==> config.mk <==
export PLATFORM = sky130hd
export DESIGN_NAME = emergency_landing_supervisor
export DESIGN_NICKNAME = d
export VERILOG_FILES = /design/src/els_pkg.sv /design/src/emergency_landing_supervisor.sv /design/src/els_csr.sv /design/src/els_step.sv
export SDC_FILE = /design/constraint.sdc
export NUM_CORES = 1
export LEC_CHECK = 0
export BUFFER_PORTS_ARGS = -buffer_cell sky130_fd_sc_hd__buf_2
export CAP_MARGIN = 20
export CORE_MARGIN = 4
export CORE_UTILIZATION = 57
export CTS_CLUSTER_SIZE = 28
export DETAILED_ROUTE_END_ITERATION = 8
export PLACE_DENSITY = 0.82
export SLEW_MARGIN = 10
export SYNTH_ARGS = -nofsm -noshare
export SYNTH_HDL_FRONTEND = slang
export SYNTH_HIERARCHICAL = 1
export SYNTH_SLANG_ARGS = --single-unit
==> constraint.sdc <==
create_clock -name clock -period 7.8 [get_ports clock]
set_clock_uncertainty 0.1 [all_clocks]
set_input_delay 0.39 -clock clock [delete_from_list [all_inputs] [get_ports clock]]
set_output_delay 0.39 -clock clock [all_outputs]
set_load 0.05 [all_outputs]
==> src/els_pkg.sv <==
`default_nettype none

package els_pkg;

   // Flight mode, held one-hot inside the block.
   typedef enum logic [3:0] {
      MODE_DISARMED = 4'b0001,
      MODE_ARMED    = 4'b0010,
      MODE_LANDING  = 4'b0100,
      MODE_STOPPED  = 4'b1000
   } mode_type;

   // Flight mode codes as they appear on the result channel.
   localparam logic [1:0] FM_DISARMED = 2'd0;
   localparam logic [1:0] FM_ARMED    = 2'd1;
   localparam logic [1:0] FM_LANDING  = 2'd2;
   localparam logic [1:0] FM_STOPPED  = 2'd3;

   // Event codes reported with each result item.
   typedef enum logic [2:0] {
      EV_NONE      = 3'd0,
      EV_BUTTON    = 3'd1,
      EV_LINK_LOST = 3'd2,
      EV_GROUND    = 3'd3,
      EV_RECOVERED = 3'd4
   } evt_code_type;

   // Configuration register indexes (byte address is four times the index).
   localparam int unsigned CSR_ADDR_W = 4;
   localparam logic [1:0] REG_LINK_TIMEOUT  = 2'd0;
   localparam logic [1:0] REG_CUTOFF_HEIGHT = 2'd1;
   localparam logic [1:0] REG_DESCENT_STEP  = 2'd2;
   localparam logic [1:0] REG_DESCENT_PERIOD = 2'd3;

   localparam logic [15:0] RST_LINK_TIMEOUT   = 16'd1000;
   localparam logic [15:0] RST_CUTOFF_HEIGHT  = 16'd100;
   localparam logic [15:0] RST_DESCENT_STEP   = 16'd25;
   localparam logic [15:0] RST_DESCENT_PERIOD = 16'd50;

   typedef struct packed {
      logic        button_pressed;
      logic        link_up;
      logic        lidar_enabled;
      logic [15:0] lidar_height_mm;
      logic [15:0] current_height_mm;
      logic        arm_request;
      logic        disarm_request;
   } req_type;

   typedef struct packed {
      logic [1:0]  flight_mode;
      logic        target_valid;
      logic [15:0] target_height_mm;
      logic [2:0]  event_code;
   } rsp_type;

   typedef struct packed {
      logic [15:0] link_timeout_ms;
      logic [15:0] cutoff_height_mm;
      logic [15:0] descent_step_mm;
      logic [15:0] descent_period_ms;
   } cfg_type;

   typedef struct packed {
      mode_type    mode;
      logic        button_prev;
      logic [15:0] link_lost_ms;
      logic        landing_started;
      logic [15:0] descent_target_mm;
      logic [15:0] descent_elapsed_ms;
   } state_type;

   // Encode the one-hot mode into the result code.
   function automatic logic [1:0] mode_code(input mode_type m);
      logic [1:0] code;
      case (m)
         MODE_DISARMED: code = FM_DISARMED;
         MODE_ARMED:    code = FM_ARMED;
         MODE_LANDING:  code = FM_LANDING;
         MODE_STOPPED:  code = FM_STOPPED;
         default:       code = FM_DISARMED;
      endcase
      return code;
   endfunction

   // Counter that sticks at its largest value.
   function automatic logic [15:0] sat_inc16(input logic [15:0] v);
      return (v == 16'hFFFF) ? v : v + 16'd1;
   endfunction

endpackage

`default_nettype wire

==> src/emergency_landing_supervisor.sv <==
`default_nettype none

// Emergency landing supervisor. Each req item is one millisecond tick and
// produces exactly one rsp item, in order. An accepted item is held in an
// input register until the result side is free, then the supervisor state
// and the result register are updated together, so rsp_valid rises once the
// item has moved from the input register into the result register. The block
// takes one item every cycle while rsp_ready is high; a result held by a low
// rsp_ready stalls req_ready only once the input register is also full. The
// supervisor state is a single register set updated once per item, which is
// what fixes the rate at one item per cycle.
// Configuration registers sit on the APB-style csr port at byte addresses 0,
// 4, 8 and 12; write them only while no item is in flight.
module emergency_landing_supervisor
   import els_pkg::*;
(
   input  wire logic                  clock,
   input  wire logic                  reset,
   input  wire logic                  req_valid,
   output      logic                  req_ready,
   input  wire req_type               req_payload,
   output      logic                  rsp_valid,
   input  wire logic                  rsp_ready,
   output      rsp_type               rsp_payload,
   input  wire logic                  csr_psel,
   input  wire logic                  csr_penable,
   input  wire logic                  csr_pwrite,
   input  wire logic [CSR_ADDR_W-1:0] csr_paddr,
   input  wire logic [31:0]           csr_pwdata,
   output      logic [31:0]           csr_prdata,
   output      logic                  csr_pready
);

   cfg_type   cfg;
   logic      in_v_ff;
   logic      in_v_in;
   req_type   in_data_ff;
   logic      out_v_ff;
   logic      out_v_in;
   rsp_type   out_data_ff;
   state_type state_ff;
   state_type state_nxt;
   rsp_type   rsp_nxt;
   logic      out_free;
   logic      advance;
   logic      req_take;

   els_csr u_csr (
      .clock       (clock),
      .reset       (reset),
      .csr_psel    (csr_psel),
      .csr_penable (csr_penable),
      .csr_pwrite  (csr_pwrite),
      .csr_paddr   (csr_paddr),
      .csr_pwdata  (csr_pwdata),
      .csr_prdata  (csr_prdata),
      .csr_pready  (csr_pready),
      .cfg         (cfg)
   );

   els_step u_step (
      .item (in_data_ff),
      .cur  (state_ff),
      .cfg  (cfg),
      .nxt  (state_nxt),
      .rsp  (rsp_nxt)
   );

   // Pipeline flow control.
   assign out_free  = !out_v_ff || rsp_ready;
   assign advance   = in_v_ff && out_free;
   assign req_ready = !in_v_ff || out_free;
   assign req_take  = req_valid && req_ready;

   assign in_v_in  = req_take ? 1'b1 : (advance ? 1'b0 : in_v_ff);
   assign out_v_in = advance ? 1'b1 : (rsp_ready ? 1'b0 : out_v_ff);

   // Valid flags and supervisor state.
   always_ff @(posedge clock) begin
      if (reset) begin
         in_v_ff                     <= 1'b0;
         out_v_ff                    <= 1'b0;
         state_ff.mode               <= MODE_DISARMED;
         state_ff.button_prev        <= 1'b0;
         state_ff.link_lost_ms       <= 16'd0;
         state_ff.landing_started    <= 1'b0;
         state_ff.descent_target_mm  <= 16'd0;
         state_ff.descent_elapsed_ms <= 16'd0;
      end else begin
         in_v_ff  <= in_v_in;
         out_v_ff <= out_v_in;
         if (advance) begin
            state_ff <= state_nxt;
         end
      end
   end

   // Payload registers.
   always_ff @(posedge clock) begin
      if (req_take) begin
         in_data_ff <= req_payload;
      end
      if (advance) begin
         out_data_ff <= rsp_nxt;
      end
   end

   assign rsp_valid   = out_v_ff;
   assign rsp_payload = out_data_ff;

   // A processed item always shows up on the result side next cycle.
   a_adv_shows: assert property (@(posedge clock) disable iff (reset)
      advance |=> rsp_valid)
      else $error("processed item did not reach the result register");

   // An item waiting in the input register is not dropped while blocked.
   a_in_kept: assert property (@(posedge clock) disable iff (reset)
      (in_v_ff && !out_free) |=> in_v_ff)
      else $error("blocked input item was lost");

   // A ground event always leaves the block stopped with no target update.
   a_ground: assert property (@(posedge clock) disable iff (reset)
      (rsp_valid && rsp_payload.event_code == EV_GROUND) |->
      (rsp_payload.flight_mode == FM_STOPPED && !rsp_payload.target_valid))
      else $error("ground event with wrong mode or target update");

   // Link recovery always returns to armed.
   a_recover: assert property (@(posedge clock) disable iff (reset)
      (rsp_valid && rsp_payload.event_code == EV_RECOVERED) |->
      rsp_payload.flight_mode == FM_ARMED)
      else $error("link recovery without armed mode");

   // A target update is reported only in landing or armed mode (armed when link recovery ends the landing).
   a_target: assert property (@(posedge clock) disable iff (reset)
      (rsp_valid && rsp_payload.target_valid) |->
      (rsp_payload.flight_mode == FM_LANDING || rsp_payload.flight_mode == FM_ARMED))
      else $error("target update outside a landing");

endmodule

`default_nettype wire

==> src/els_csr.sv <==
`default_nettype none

module els_csr
   import els_pkg::*;
(
   input  wire logic                  clock,
   input  wire logic                  reset,
   input  wire logic                  csr_psel,
   input  wire logic                  csr_penable,
   input  wire logic                  csr_pwrite,
   input  wire logic [CSR_ADDR_W-1:0] csr_paddr,
   input  wire logic [31:0]           csr_pwdata,
   output      logic [31:0]           csr_prdata,
   output      logic                  csr_pready,
   output      cfg_type               cfg
);

   cfg_type    cfg_ff;
   cfg_type    cfg_in;
   logic       wr_en;
   logic [1:0] reg_idx;

   assign csr_pready = 1'b1;
   assign wr_en      = csr_psel && csr_penable && csr_pwrite;
   assign reg_idx    = csr_paddr[3:2];

   // Register write decode; only the low 16 bits of the data are kept.
   always_comb begin
      cfg_in = cfg_ff;
      if (wr_en) begin
         case (reg_idx)
            REG_LINK_TIMEOUT:   cfg_in.link_timeout_ms   = csr_pwdata[15:0];
            REG_CUTOFF_HEIGHT:  cfg_in.cutoff_height_mm  = csr_pwdata[15:0];
            REG_DESCENT_STEP:   cfg_in.descent_step_mm   = csr_pwdata[15:0];
            REG_DESCENT_PERIOD: cfg_in.descent_period_ms = csr_pwdata[15:0];
            default:            cfg_in = cfg_ff;
         endcase
      end
   end

   always_ff @(posedge clock) begin
      if (reset) begin
         cfg_ff.link_timeout_ms   <= RST_LINK_TIMEOUT;
         cfg_ff.cutoff_height_mm  <= RST_CUTOFF_HEIGHT;
         cfg_ff.descent_step_mm   <= RST_DESCENT_STEP;
         cfg_ff.descent_period_ms <= RST_DESCENT_PERIOD;
      end else begin
         cfg_ff <= cfg_in;
      end
   end

   // Read back the addressed register.
   always_comb begin
      case (reg_idx)
         REG_LINK_TIMEOUT:   csr_prdata = {16'd0, cfg_ff.link_timeout_ms};
         REG_CUTOFF_HEIGHT:  csr_prdata = {16'd0, cfg_ff.cutoff_height_mm};
         REG_DESCENT_STEP:   csr_prdata = {16'd0, cfg_ff.descent_step_mm};
         REG_DESCENT_PERIOD: csr_prdata = {16'd0, cfg_ff.descent_period_ms};
         default:            csr_prdata = 32'd0;
      endcase
   end

   assign cfg = cfg_ff;

endmodule

`default_nettype wire

==> src/els_step.sv <==
`default_nettype none

module els_step
   import els_pkg::*;
(
   input  wire req_type   item,
   input  wire state_type cur,
   input  wire cfg_type   cfg,
   output      state_type nxt,
   output      rsp_type   rsp
);

   // One tick of the supervisor: mode requests, button edge, link timeout,
   // then the landing step. A later stage's event overrides an earlier one.
   always_comb begin
      state_type    s;
      evt_code_type ev;
      logic         valid;
      logic         grounded;

      s        = cur;
      ev       = EV_NONE;
      valid    = 1'b0;
      grounded = 1'b0;

      // Time passes for both counters.
      s.link_lost_ms       = sat_inc16(cur.link_lost_ms);
      s.descent_elapsed_ms = sat_inc16(cur.descent_elapsed_ms);

      // External requests; disarm has priority.
      if (item.disarm_request) begin
         s.mode = MODE_DISARMED;
      end else if (item.arm_request) begin
         s.mode = MODE_ARMED;
      end

      // Button rising edge while armed starts a landing.
      if (item.button_pressed && !cur.button_prev && s.mode == MODE_ARMED) begin
         s.mode = MODE_LANDING;
         ev     = EV_BUTTON;
      end
      s.button_prev = item.button_pressed;

      // Link-loss timeout while armed.
      if (s.mode == MODE_ARMED) begin
         if (item.link_up) begin
            s.link_lost_ms = 16'd0;
         end else if (s.link_lost_ms > cfg.link_timeout_ms) begin
            s.mode = MODE_LANDING;
            ev     = EV_LINK_LOST;
         end
      end

      // Landing step.
      if (s.mode == MODE_LANDING) begin
         if (!s.landing_started) begin
            s.descent_target_mm  = item.current_height_mm;
            s.landing_started    = 1'b1;
            s.descent_elapsed_ms = 16'd0;
         end
         if (s.descent_elapsed_ms > cfg.descent_period_ms) begin
            s.descent_elapsed_ms = 16'd0;
            if (item.lidar_enabled && item.lidar_height_mm < cfg.cutoff_height_mm) begin
               s.mode            = MODE_STOPPED;
               s.landing_started = 1'b0;
               ev                = EV_GROUND;
               grounded          = 1'b1;
            end else begin
               s.descent_target_mm = (s.descent_target_mm > cfg.descent_step_mm) ?
                                     s.descent_target_mm - cfg.descent_step_mm : 16'd0;
               valid = 1'b1;
            end
         end
         if (!grounded && item.link_up) begin
            s.mode            = MODE_ARMED;
            s.landing_started = 1'b0;
            ev                = EV_RECOVERED;
         end
      end

      nxt                  = s;
      rsp.flight_mode      = mode_code(s.mode);
      rsp.target_valid     = valid;
      rsp.target_height_mm = s.descent_target_mm;
      rsp.event_code       = ev;
   end

endmodule

`default_nettype wire
==> reports/summary.txt, run 1 <==
Worst EP required = 8070 ps
Worst R2R End = state_ff[31]
Sequential power share = 47.5%
Wire per inst = 16.9 um
Outcome = complete, no violations
Power per Cell Area = 172 nW/um^2
Initial antenna violation count = 0
I/O Buffers = 101
Synthesis Warnings = 6
CP Cell Sequence = and4_1, nand4_1, nor4_2, and4_1, nor2_1, nand3_1, xor2_1, nor2_1, ha_1, nand4_1, or4_4, o221ai_2, o211ai_2, nor2_1, o21ai_0, a22oi_1, nand2b_1, mux2i_1
Critical path buffers and inverters = 0
1st-pass router iterations = 5
Post-Synthesis Cells = 1172
CTS tree = done
Post-synthesis adder-cell area fraction = 7.36%
Avg Cell Area, Syn = 9.67 um^2
Detail Route Antenna Nets = 0
FF-to-FF Start = state_ff[4]
Post_cts resized = 0
Async S/R FF share, synth = 0%
Fmax = 0.177 GHz
Yosys top cell by area = dfxtp_1
Post-synthesis simple-gate area fraction = 19.7%
Cts hold-fix bufs = 1
Root Buffer = clkbuf_16
Synth Area in Compound Gates = 10.4%
Final net count = 1370
Grt ovf = 0
Switching Fraction = 28.2%
Synth top cells by count = nand2b_1, dfxtp_1, mux2i_1, nor2_1, inv_1
# clock sinks = 179
CP Max Fanout = 18
Initial DRC count = 823
H-tree Lvls = 4
Worst Setup Path Type = reg -> reg
Largest family of logic cells by synthesized area = simple AND/OR/NAND/NOR gates
Flops & latches, synth = 179
Fill count = 1583
Largest net degree at the start of global routing = 106
Longest Clk Path Bufs = 2
Final Wtd Congestion = 0.896
Lkg Pwr = 4.93 nW
N_diodes = 0
Hpwl dp = 17.9 mm
Synth top area share = 21.2%
Hold Path Class = in -> reg
Hold WS = 15.6 ps
Area growth syn-to-layout = 8.39%
Worst-skew pair later-pin latency = 440 ps
Post-route setup TNS = 0 ps
Worst path top cell family by delay = simple AND/OR/NAND/NOR gates
Worst Setup EP = state_ff[31]
Top cells by area, synth = dfxtp_1, edfxtp_1, mux2i_1
P_sw = 0.596 mW
Comb power frac = 12.8%
RSZ-0062 raised after global routing = no
Pint = 1.52 mW
Slew HR = 30.1%
Final Core Density = 62.9%
XOR/XNOR Fraction of Synth Area = 2.47%
Die Span Y = 149 um
Mux share of post-synthesis cell area = 15.0%
Post-synth EDFFs = 59
Post CTS Setup Buffer Count = 0
Total number of vias = 8478
Slowest cell on crit path = nor2_1
Seq/Total Area, Yosys = 36.8%
Post-layout min period = 5640 ps
Synth Flop Type = dfxtp_1
Critical path launch point type = flip-flop
Clock network fraction of total power = 39.7%
Die ar. = 22200 um^2
CORE AREA = 19500 um^2
Slowest cell delay on critical path = 860 ps
Vias in the first global route = 7963
First-pass GRT wire length = 40.3 mm
CP startpoint = state_ff[4]
Worst-margin pin slew = 1050 ps
Cell count of the worst reg-to-reg path = 18
Post-Route WL = 25.4 mm
Row count = 51
WP depth = 18
Fin. Hold Viols = 0
CP Data Arrival Time = 5910 ps
Clock-pin transition on the worst setup and hold timing paths = 80 ps
Die X = 149 um
Synth Cell Area = 11300 um^2
Share of cells above drive strength 1 = 15.9%
Worst vdd ir = 130 uV
PnR worst setup slack = 2160 ps
TritonCTS buffer count = 17
GRT Resource Usage Total = 22.8%
Setup Viol. Count Final = 0
Max-Cap Viols = 0
Post-Place Setup Slack = 2280 ps
Period utilization = 72.3%
Cell mode on critical path = nor2_1
Worst R2R Setup Slack = 2160 ps
Remaining DRCs = 0
DR vias/cell = 5.64
CP endpoint kind = flip-flop
Pins over their slew limit = 0
Initial Utilization = 58.0%
Count leader, synth = nand2b_1
Library cells used by synthesis = 72
IO Pins = 137
==> per-stage QoR <==
| step | total power [mW] | cell area [um^2] | cells |
|---|---|---|---|
| after floorplan | 1.25 | 11400 | 1187 |
| after global placement | 1.28 | 11700 | 1467 |
| after detailed placement | 1.29 | 11700 | 1468 |
| after CTS | 2.12 | 12300 | 1501 |
| after global routing | 2.19 | 12300 | 1502 |
| final | 2.11 | 12300 | 1502 |
==> metal layers <==
layer,vias up,GRT usage (%),part of all wire (%)
met5,-,0,0
met4,0,8.38,2.7
met3,43,4.92,6.0
met2,265,36.3,47
met1,4011,30.6,44
li1,4159,-,-
==> state kept, by name, summed over array words and instances (netlist names) <==
name and count:
in_data_ff 37, in_v_ff 1, rsp_payload 22, rsp_valid 1, state_ff 54, u_csr/cfg 64
==> logic make-up after synthesis <==
kind of cell               after synthesis
AOI/OAI and AO/OA                      174
adders and majority gates               66
xor gates and xnor gates                32
buffers and inverters                  172
other                                    2
and+or+nand+nor                        400
DFF                                    179
muxes                                  147
==> final cells by class <==
| class | count | area, um^2 | area share [%] |
|---|---|---|---|
| Inverter | 79 | 297 | 2.41 |
| Tap cell | 265 | 332 | 2.70 |
| Sequential cell | 179 | 4170 | 34.0 |
| Clock buffer | 18 | 429 | 3.49 |
| Clock inverter | 14 | 144 | 1.17 |
| Timing Repair Buffer | 111 | 608 | 4.95 |
| Multi-Input combinational cell | 836 | 6300 | 51.3 |
==> cells in the final DEF, fill, tap and decap left out, types with 4 or more instances in the layout <==
master,n
a21o_1,12
a21oi_1,45
a22o_1,8
a22oi_1,4
a31oi_1,4
and2_1,6
and3_1,11
buf_2,100
buf_4,8
clkbuf_16,17
clkinv_4,4
conb_1,17
dfxtp_1,120
edfxtp_1,59
ha_1,65
inv_1,78
inv_8,4
mux2_2,23
mux2i_1,108
mux4_2,16
nand2_1,33
nand2b_1,165
nand3_1,23
nand4_1,16
nor2_1,88
nor2b_1,26
nor3_1,9
o21a_1,5
o21ai_0,45
o41a_1,10
o41ai_1,4
or3_1,5
xnor2_1,18
xor2_1,14
==> how the worst min path moves through the flow <==
stage / start / to / slack (ps) / cells after the start
6_report: req_payload[22] / in_data_ff[22] / 20 / 1
5_1_grt: req_payload[22] / in_data_ff[22] / 2 / 1
4_1_cts: req_payload[22] / in_data_ff[22] / 0.4 / 1
3_5_place_dp: state_ff[12] / state_ff[12] / 370 / 2
3_3_place_gp: state_ff[12] / state_ff[12] / 360 / 2
2_1_floorplan: state_ff[12] / state_ff[12] / 350 / 2
==> power groups by stage <==
stage	clock (mW)	sequential (mW)	combinational (mW)
6_report	0.837	1.00	0.270
5_1_grt	0.894	1.01	0.293
3_5_place_dp	0	1.03	0.265
4_1_cts	0.851	1.00	0.268
3_3_place_gp	0	1.02	0.259
2_1_floorplan	0	1.04	0.209
No activity file was read; power rests on OpenSTA's default activity.
==> inputs of run 2 (changes only) <==
- ABC_AREA: default -> 1
- clock period: 7.8 -> 5.7 ns (I/O delays scaled with it)
==> reports/summary.txt, run 2 <==
Synth Cell Area = 11500 um^2 (was 11300 um^2)
Detail Route Antenna Nets = 0 (unchanged)
CP startpoint = state_ff[0] (was state_ff[4])
CP Data Arrival Time = 5030 ps (was 5910 ps)
Avg Cell Area, Syn = 6.95 um^2 (was 9.67 um^2)
Fin area = 12900 um^2 (was 12300 um^2)
I/O Buffers = 101 (unchanged)
Worst vdd ir = 207 uV (was 130 uV)
Total number of vias = 10800 (was 8478)
Hold Crit Depth = 3 (was 1)
Cell area after placement = 11800 um^2 (was 11700 um^2)
Slew HR = 27.0% (was 30.1%)
DR vias/cell = 5.34 (was 5.64)
Total design power = 3.23 mW (was 2.11 mW)
Final net count = 1886 (was 1370)
Area growth syn-to-layout = 12.2% (was 8.39%)
Die X = 150 um (was 149 um)
Longest Clk Path Bufs = 2 (unchanged)
Power per Cell Area = 250 nW/um^2 (was 172 nW/um^2)
RSZ-0062 raised after global routing = no (unchanged)
CP endpoint kind = flip-flop (unchanged)
Post CTS Setup Buffer Count = 0 (unchanged)
H-tree Lvls = 4 (unchanged)
Top cells by area, synth = dfxtp_1, edfxtp_1, nand2_1 (was dfxtp_1, edfxtp_1, mux2i_1)
Library cells used by synthesis = 50 (was 72)
Max-Cap Viols = 0 (unchanged)
CP Max Fanout = 17 (was 18)
Worst-skew pair later-pin latency = 440 ps (about the same)
Most common cell after layout, fill and taps aside = nand2_1 (was nand2b_1)
Root Buffer = clkbuf_16 (unchanged)
Synth top area share = 20.9% (was 21.2%)
WP depth = 28 (was 18)
N_diodes = 0 (unchanged)
Post-Synthesis Cells = 1654 (was 1172)
Outcome = complete, no violations (unchanged)
Worst-margin pin slew = 1090 ps (was 1050 ps)
Setup Viol. Count Final = 0 (unchanged)
Initial Utilization = 58.5% (was 58.0%)
Count leader, synth = nand2_1 (was nand2b_1)
Post-route setup TNS = 0 ps (unchanged)
Critical path launch point type = flip-flop (unchanged)
CORE AREA = 19700 um^2 (was 19500 um^2)
Fmax = 0.210 GHz (was 0.177 GHz)
Post_cts resized = 0 (unchanged)
Cell mode on critical path = nand2_1 (was nor2_1)
Hold Path Class = in -> reg (unchanged)
Post-layout min period = 4760 ps (was 5640 ps)
Max reg flops = 64 (unchanged)
Vias in the first global route = 9713 (was 7963)
Multi-input gate area = 5800 um^2 (was 6300 um^2)
CTS tree = done (unchanged)
Final Wtd Congestion = 0.917 (was 0.896)
Cell count of the worst reg-to-reg path = 28 (was 18)
1st-pass router iterations = 5 (unchanged)
Row count = 51 (unchanged)
Seq/Total Area, Yosys = 36.3% (was 36.8%)
Leading cell types in the layout, fill and taps excluded = nand2_1, inv_1, nor2_1, nand3_1, dfxtp_1 (was nand2b_1, dfxtp_1, mux2i_1, buf_2, nor2_1)
Grt ovf = 0 (unchanged)
Synth Flop Type = dfxtp_1 (unchanged)
Lkg Pwr = 6.11 nW (was 4.93 nW)
HP Start = csr_pwdata[4] (was req_payload[22])
Flops & latches, synth = 179 (unchanged)
Worst Setup Path Type = reg -> reg (unchanged)
TritonCTS buffer count = 17 (unchanged)
FF-to-FF Start = state_ff[0] (was state_ff[4])
Die Span Y = 150 um (was 149 um)
Critical path buffers and inverters = 5 (was 0)
Die ar. = 22500 um^2 (was 22200 um^2)
GRT Resource Usage Total = 26.1% (was 22.8%)
# clock sinks = 179 (unchanged)
Synth top cells by count = nand2_1, inv_1, nor2_1, nand3_1, dfxtp_1 (was nand2b_1, dfxtp_1, mux2i_1, nor2_1, inv_1)
Clock-pin transition on the worst setup and hold timing paths = 70 ps (was 80 ps)
Async S/R FF share, synth = 0% (unchanged)
Pins over their slew limit = 0 (unchanged)
Cts hold-fix bufs = 43 (was 1)
Fill count = 1738 (was 1583)
Worst path top cell family by delay = simple AND/OR/NAND/NOR gates (unchanged)
Wire per inst = 14.5 um (was 16.9 um)
Hpwl dp = 19.8 mm (was 17.9 mm)
Remaining DRCs = 0 (unchanged)
Share of cells above drive strength 1 = 11.4% (was 15.9%)
IO Pins = 137 (unchanged)
Initial DRC count = 1039 (was 823)
First-pass GRT wire length = 47.0 mm (was 40.3 mm)
Post-synth EDFFs = 59 (unchanged)
Worst EP required = 5960 ps (was 8070 ps)
FF+latch area = 4180 um^2 (was 4170 um^2)
Fin. Hold Viols = 0 (unchanged)
Initial antenna violation count = 0 (unchanged)
Post-Route WL = 29.2 mm (was 25.4 mm)
Slowest cell delay on critical path = 530 ps (was 860 ps)
Synthesis Warnings = 6 (unchanged)
Period utilization = 83.6% (was 72.3%)
Slowest cell on crit path = nor2_2 (was nor2_1)
Yosys top cell by area = dfxtp_1 (unchanged)
Largest net degree at the start of global routing = 110 (was 106)
## run 2: changes by cell type in the layout (fill, tap and decap cells not counted), sizes merged, moves of 28 or more
cell         previous run  this run
nand2                  33       397
inv                    86       261
nand2b                165         0
nor2                   88       244
nand3                  23       150
mux2i                 108         1
a21oi                  47       116
dlygate4sd3             1        43
nor2b                  28         0
## run 2: per-stage QoR
stage | hold WS (ps) | util (%) | std cells | setup slack [ps]
final | 7.08 | 65.6 | 2018 | 936
after global routing | 11.9 | 65.6 | 2018 | 523
after CTS | 0.00616 | 65.2 | 2014 | 1030
after detailed placement | 363 | 60.0 | 1939 | 1060
after global placement | 361 | 60.0 | 1939 | 1180
after floorplan | 254 | - | 1669 | 2210
## run 2: area by class of cell
cell class              instances  share of cell area, %
clock buffers                  21                   3.73
clock inverters                11                  0.824
inverters                     254                   7.39
multi-input cells            1136                   44.9
flip-flops and latches        179                   32.4
well taps                     265                   2.57
repair buffers                152                   8.16
## run 2: final timing paths
path | end | slack [ps]
setup reg to reg | state_ff[16] | 940
hold / removal | u_csr/cfg[4] | 7
hold reg to reg | state_ff[17] | 390
setup / recovery | state_ff[16] | 940
## run 2: worst min-delay path, delay by kind of cell
family / cells / cell delay (ps)
AND/OR/NAND/NOR: 2 / 120
buffers and inverters: 1 / 110
## run 2: where the power goes
group | switching (mW) | internal (mW) | leakage [nW] | total, mW
registers | 0.0439 | 1.38 | 1.55 | 1.43
clock network | 0.560 | 0.627 | 0.293 | 1.19
logic | 0.410 | 0.206 | 4.26 | 0.616
## run 2: per-layer routing
metal	vias up	share of wire, %	global-route usage, %
li1	5362	-	-
met1	4899	42	33.4
met2	452	48	44.1
met3	54	7.8	4.78
met4	0	2.7	9.47
met5	-	0	0
## run 2: cells by family (layout without fill, tap and decap cells)
logic type      after synthesis  count (layout)  synth area share [%]
other cells                   2              17                0.0653
xor+xnor                     20              20                  1.52
flops                       179             179                  36.3
fa+ha+maj                    66              66                  7.25
buf+inv                     354             438                  13.8
compound gates              185             185                  9.07
mux                           1               1                0.0871
simple gates                847             847                  31.9
==> inputs of run 3 (changes only) <==
- ABC_AREA: 1 -> 0
- clock period: 5.7 -> 4.4 ns (I/O delays scaled with it)
==> reports/summary.txt, run 3 (synthesized netlist as in run 1, its figures left out) <==
Initial DRC count = 604 (was 1039)
Share of cells above drive strength 1 = 20.3% (was 11.4%)
FF+latch area = 4180 um^2 (about the same)
Largest net degree at the start of global routing = 120 (was 110)
Setup Viol. Count Final = 25 (was 0)
Multi-input gate area = 6490 um^2 (was 5800 um^2)
Worst EP required = 4600 ps (was 5960 ps)
CP Max Fanout = 5 (was 17)
Outcome = finished, violations left (was complete, no violations)
Power per Cell Area = 285 nW/um^2 (was 250 nW/um^2)
Max-Cap Viols = 0 (unchanged)
Worst-margin pin slew = 1070 ps (was 1090 ps)
IO Pins = 137 (unchanged)
Dpl cells = 1491 (was 1939)
Die Span Y = 149 um (was 150 um)
Die X = 149 um (was 150 um)
First-pass GRT wire length = 42.8 mm (was 47.0 mm)
Row count = 51 (unchanged)
Worst vdd ir = 273 uV (was 207 uV)
Vias in the first global route = 8780 (was 9713)
Hold Path Class = in -> reg (unchanged)
DR vias/cell = 5.71 (was 5.34)
CP Cell Sequence = and4_4, nand4_1, buf_4, or4_4, nor2_2, nand3_1, o21a_1, and2_1, ha_1, nand4_1, or4_4, o221ai_4, o211ai_4, buf_6, buf_12, a22o_1, mux2_4, nand2b_1, mux2i_1
Lkg Pwr = 5.43 nW (was 6.11 nW)
1st-pass router iterations = 6 (was 5)
Die ar. = 22200 um^2 (was 22500 um^2)
CP Data Arrival Time = 4700 ps (was 5030 ps)
Final Wtd Congestion = 0.895 (was 0.917)
I/O Buffers = 101 (unchanged)
Pins over their slew limit = 0 (unchanged)
Slew HR = 28.5% (was 27.0%)
Critical path launch point type = flip-flop (unchanged)
CTS tree = done (unchanged)
Cell area after placement = 11900 um^2 (was 11800 um^2)
GRT Resource Usage Total = 24.1% (was 26.1%)
Wire per inst = 17.5 um (was 14.5 um)
Max reg flops = 64 (unchanged)
Worst-skew pair later-pin latency = 440 ps (about the same)
Area growth syn-to-layout = 17.6% (was 12.2%)
Fin area = 13300 um^2 (was 12900 um^2)
Slowest cell on crit path = or4_4 (was nor2_2)
Fill count = 1459 (was 1738)
Remaining DRCs = 0 (unchanged)
Worst Setup Path Type = reg -> reg (unchanged)
Fmax = 0.222 GHz (was 0.210 GHz)
Most common cell after layout, fill and taps aside = nand2b_1 (was nand2_1)
H-tree Lvls = 4 (unchanged)
Longest Clk Path Bufs = 2 (unchanged)
Post-layout min period = 4500 ps (was 4760 ps)
Final Non-Filler Cells = 1593 (was 2018)
Fin. Hold Viols = 0 (unchanged)
Hpwl dp = 18.9 mm (was 19.8 mm)
N_diodes = 0 (unchanged)
CORE AREA = 19500 um^2 (was 19700 um^2)
Total number of vias = 9097 (was 10800)
Clock-pin transition on the worst setup and hold timing paths = 80 ps (was 70 ps)
RSZ-0062 raised after global routing = yes (was no)
Failing checks = negative setup slack
Root Buffer = clkbuf_16 (unchanged)
Period utilization = 102% (was 83.6%)
Final Core Density = 68.2% (was 65.6%)
Final net count = 1461 (was 1886)
Initial antenna violation count = 0 (unchanged)
Initial Utilization = 58.0% (was 58.5%)
Grt ovf = 0 (unchanged)
TritonCTS buffer count = 17 (unchanged)
Slowest cell delay on critical path = 590 ps (was 530 ps)
CP endpoint kind = flip-flop (unchanged)
Detail Route Antenna Nets = 0 (unchanged)
Post-Route WL = 27.9 mm (was 29.2 mm)
# clock sinks = 179 (unchanged)
Leading cell types in the layout, fill and taps excluded = nand2b_1, dfxtp_1, mux2i_1, buf_2, nor2_1 (was nand2_1, inv_1, nor2_1, nand3_1, dfxtp_1)
PnR worst setup slack = -102 ps (was 936 ps)
## run 3: report_power, final
part / leakage (nW) / total [mW] / switching (mW) / internal (mW)
registers: 1.55 / 1.78 / 0.0268 / 1.75
logic: 3.60 / 0.534 / 0.317 / 0.218
clock network: 0.282 / 1.48 / 0.726 / 0.755
## run 3: worst paths after layout
check                  end      startpoint  slack (ps)  depth (start not counted)
max           state_ff[23]     state_ff[6]        -100                         19
min          u_csr/cfg[11]  csr_pwdata[11]          60                          3
max reg2reg   state_ff[23]     state_ff[6]        -100                         19
min reg2reg   state_ff[49]    state_ff[49]         390                          2
## run 3: metal layers
| layer | track usage (%) | part of all wire (%) | wire length [um] | vias to the layer above |
|---|---|---|---|---|
| met1 | 30.5 | 41 | 11500 | 4348 |
| li1 | - | - | - | 4341 |
| met5 | 0 | 0 | 0 | - |
| met2 | 40.5 | 49 | 13500 | 349 |
| met3 | 5.17 | 6.9 | 1940 | 59 |
| met4 | 9.70 | 3.2 | 900 | 0 |
## run 3: timing repair
item | in CTS | in global routing
hold buffers | 49 | 0
buffers inserted | 0 | 21
pin swaps | 2 | 29
hold endpoints to repair | 58 | 0
endpoints found under the setup margin | 41 | 53
gates resized for setup | 3 | 47
## run 3: critical path: cells and delay by family (launching register included)
family,cells,cell delay [ps]
buffers and inverters,3,470
adder cells (fa/ha/maj),1,310
flip-flops,1,350
multiplexers,2,350
AND/OR/NAND/NOR,9,2030
AO/OA/AOI/OAI,4,730
## run 3: through the flow
step	TNS (ps)	setup slack [ps]	power, mW	hold slack, ps
2_1_floorplan	0	81.2	2.21	219
3_3_place_gp	0	69.4	2.28	296
3_5_place_dp	-1550	-91.3	2.29	298
4_1_cts	0	8.07	3.80	34.1
5_1_grt	-5990	-246	3.93	75.0
6_report	-1370	-102	3.79	60.5
## run 3: final cells by class
cell class                 instances  share of cell area [%]
inverter                          79                    2.23
clock inverter                    14                    1.05
sequential                       179                    31.4
tap                              265                    2.49
multi-input combinational        836                    48.7
timing repair buffer             202                    10.9
clock buffer                      18                    3.22
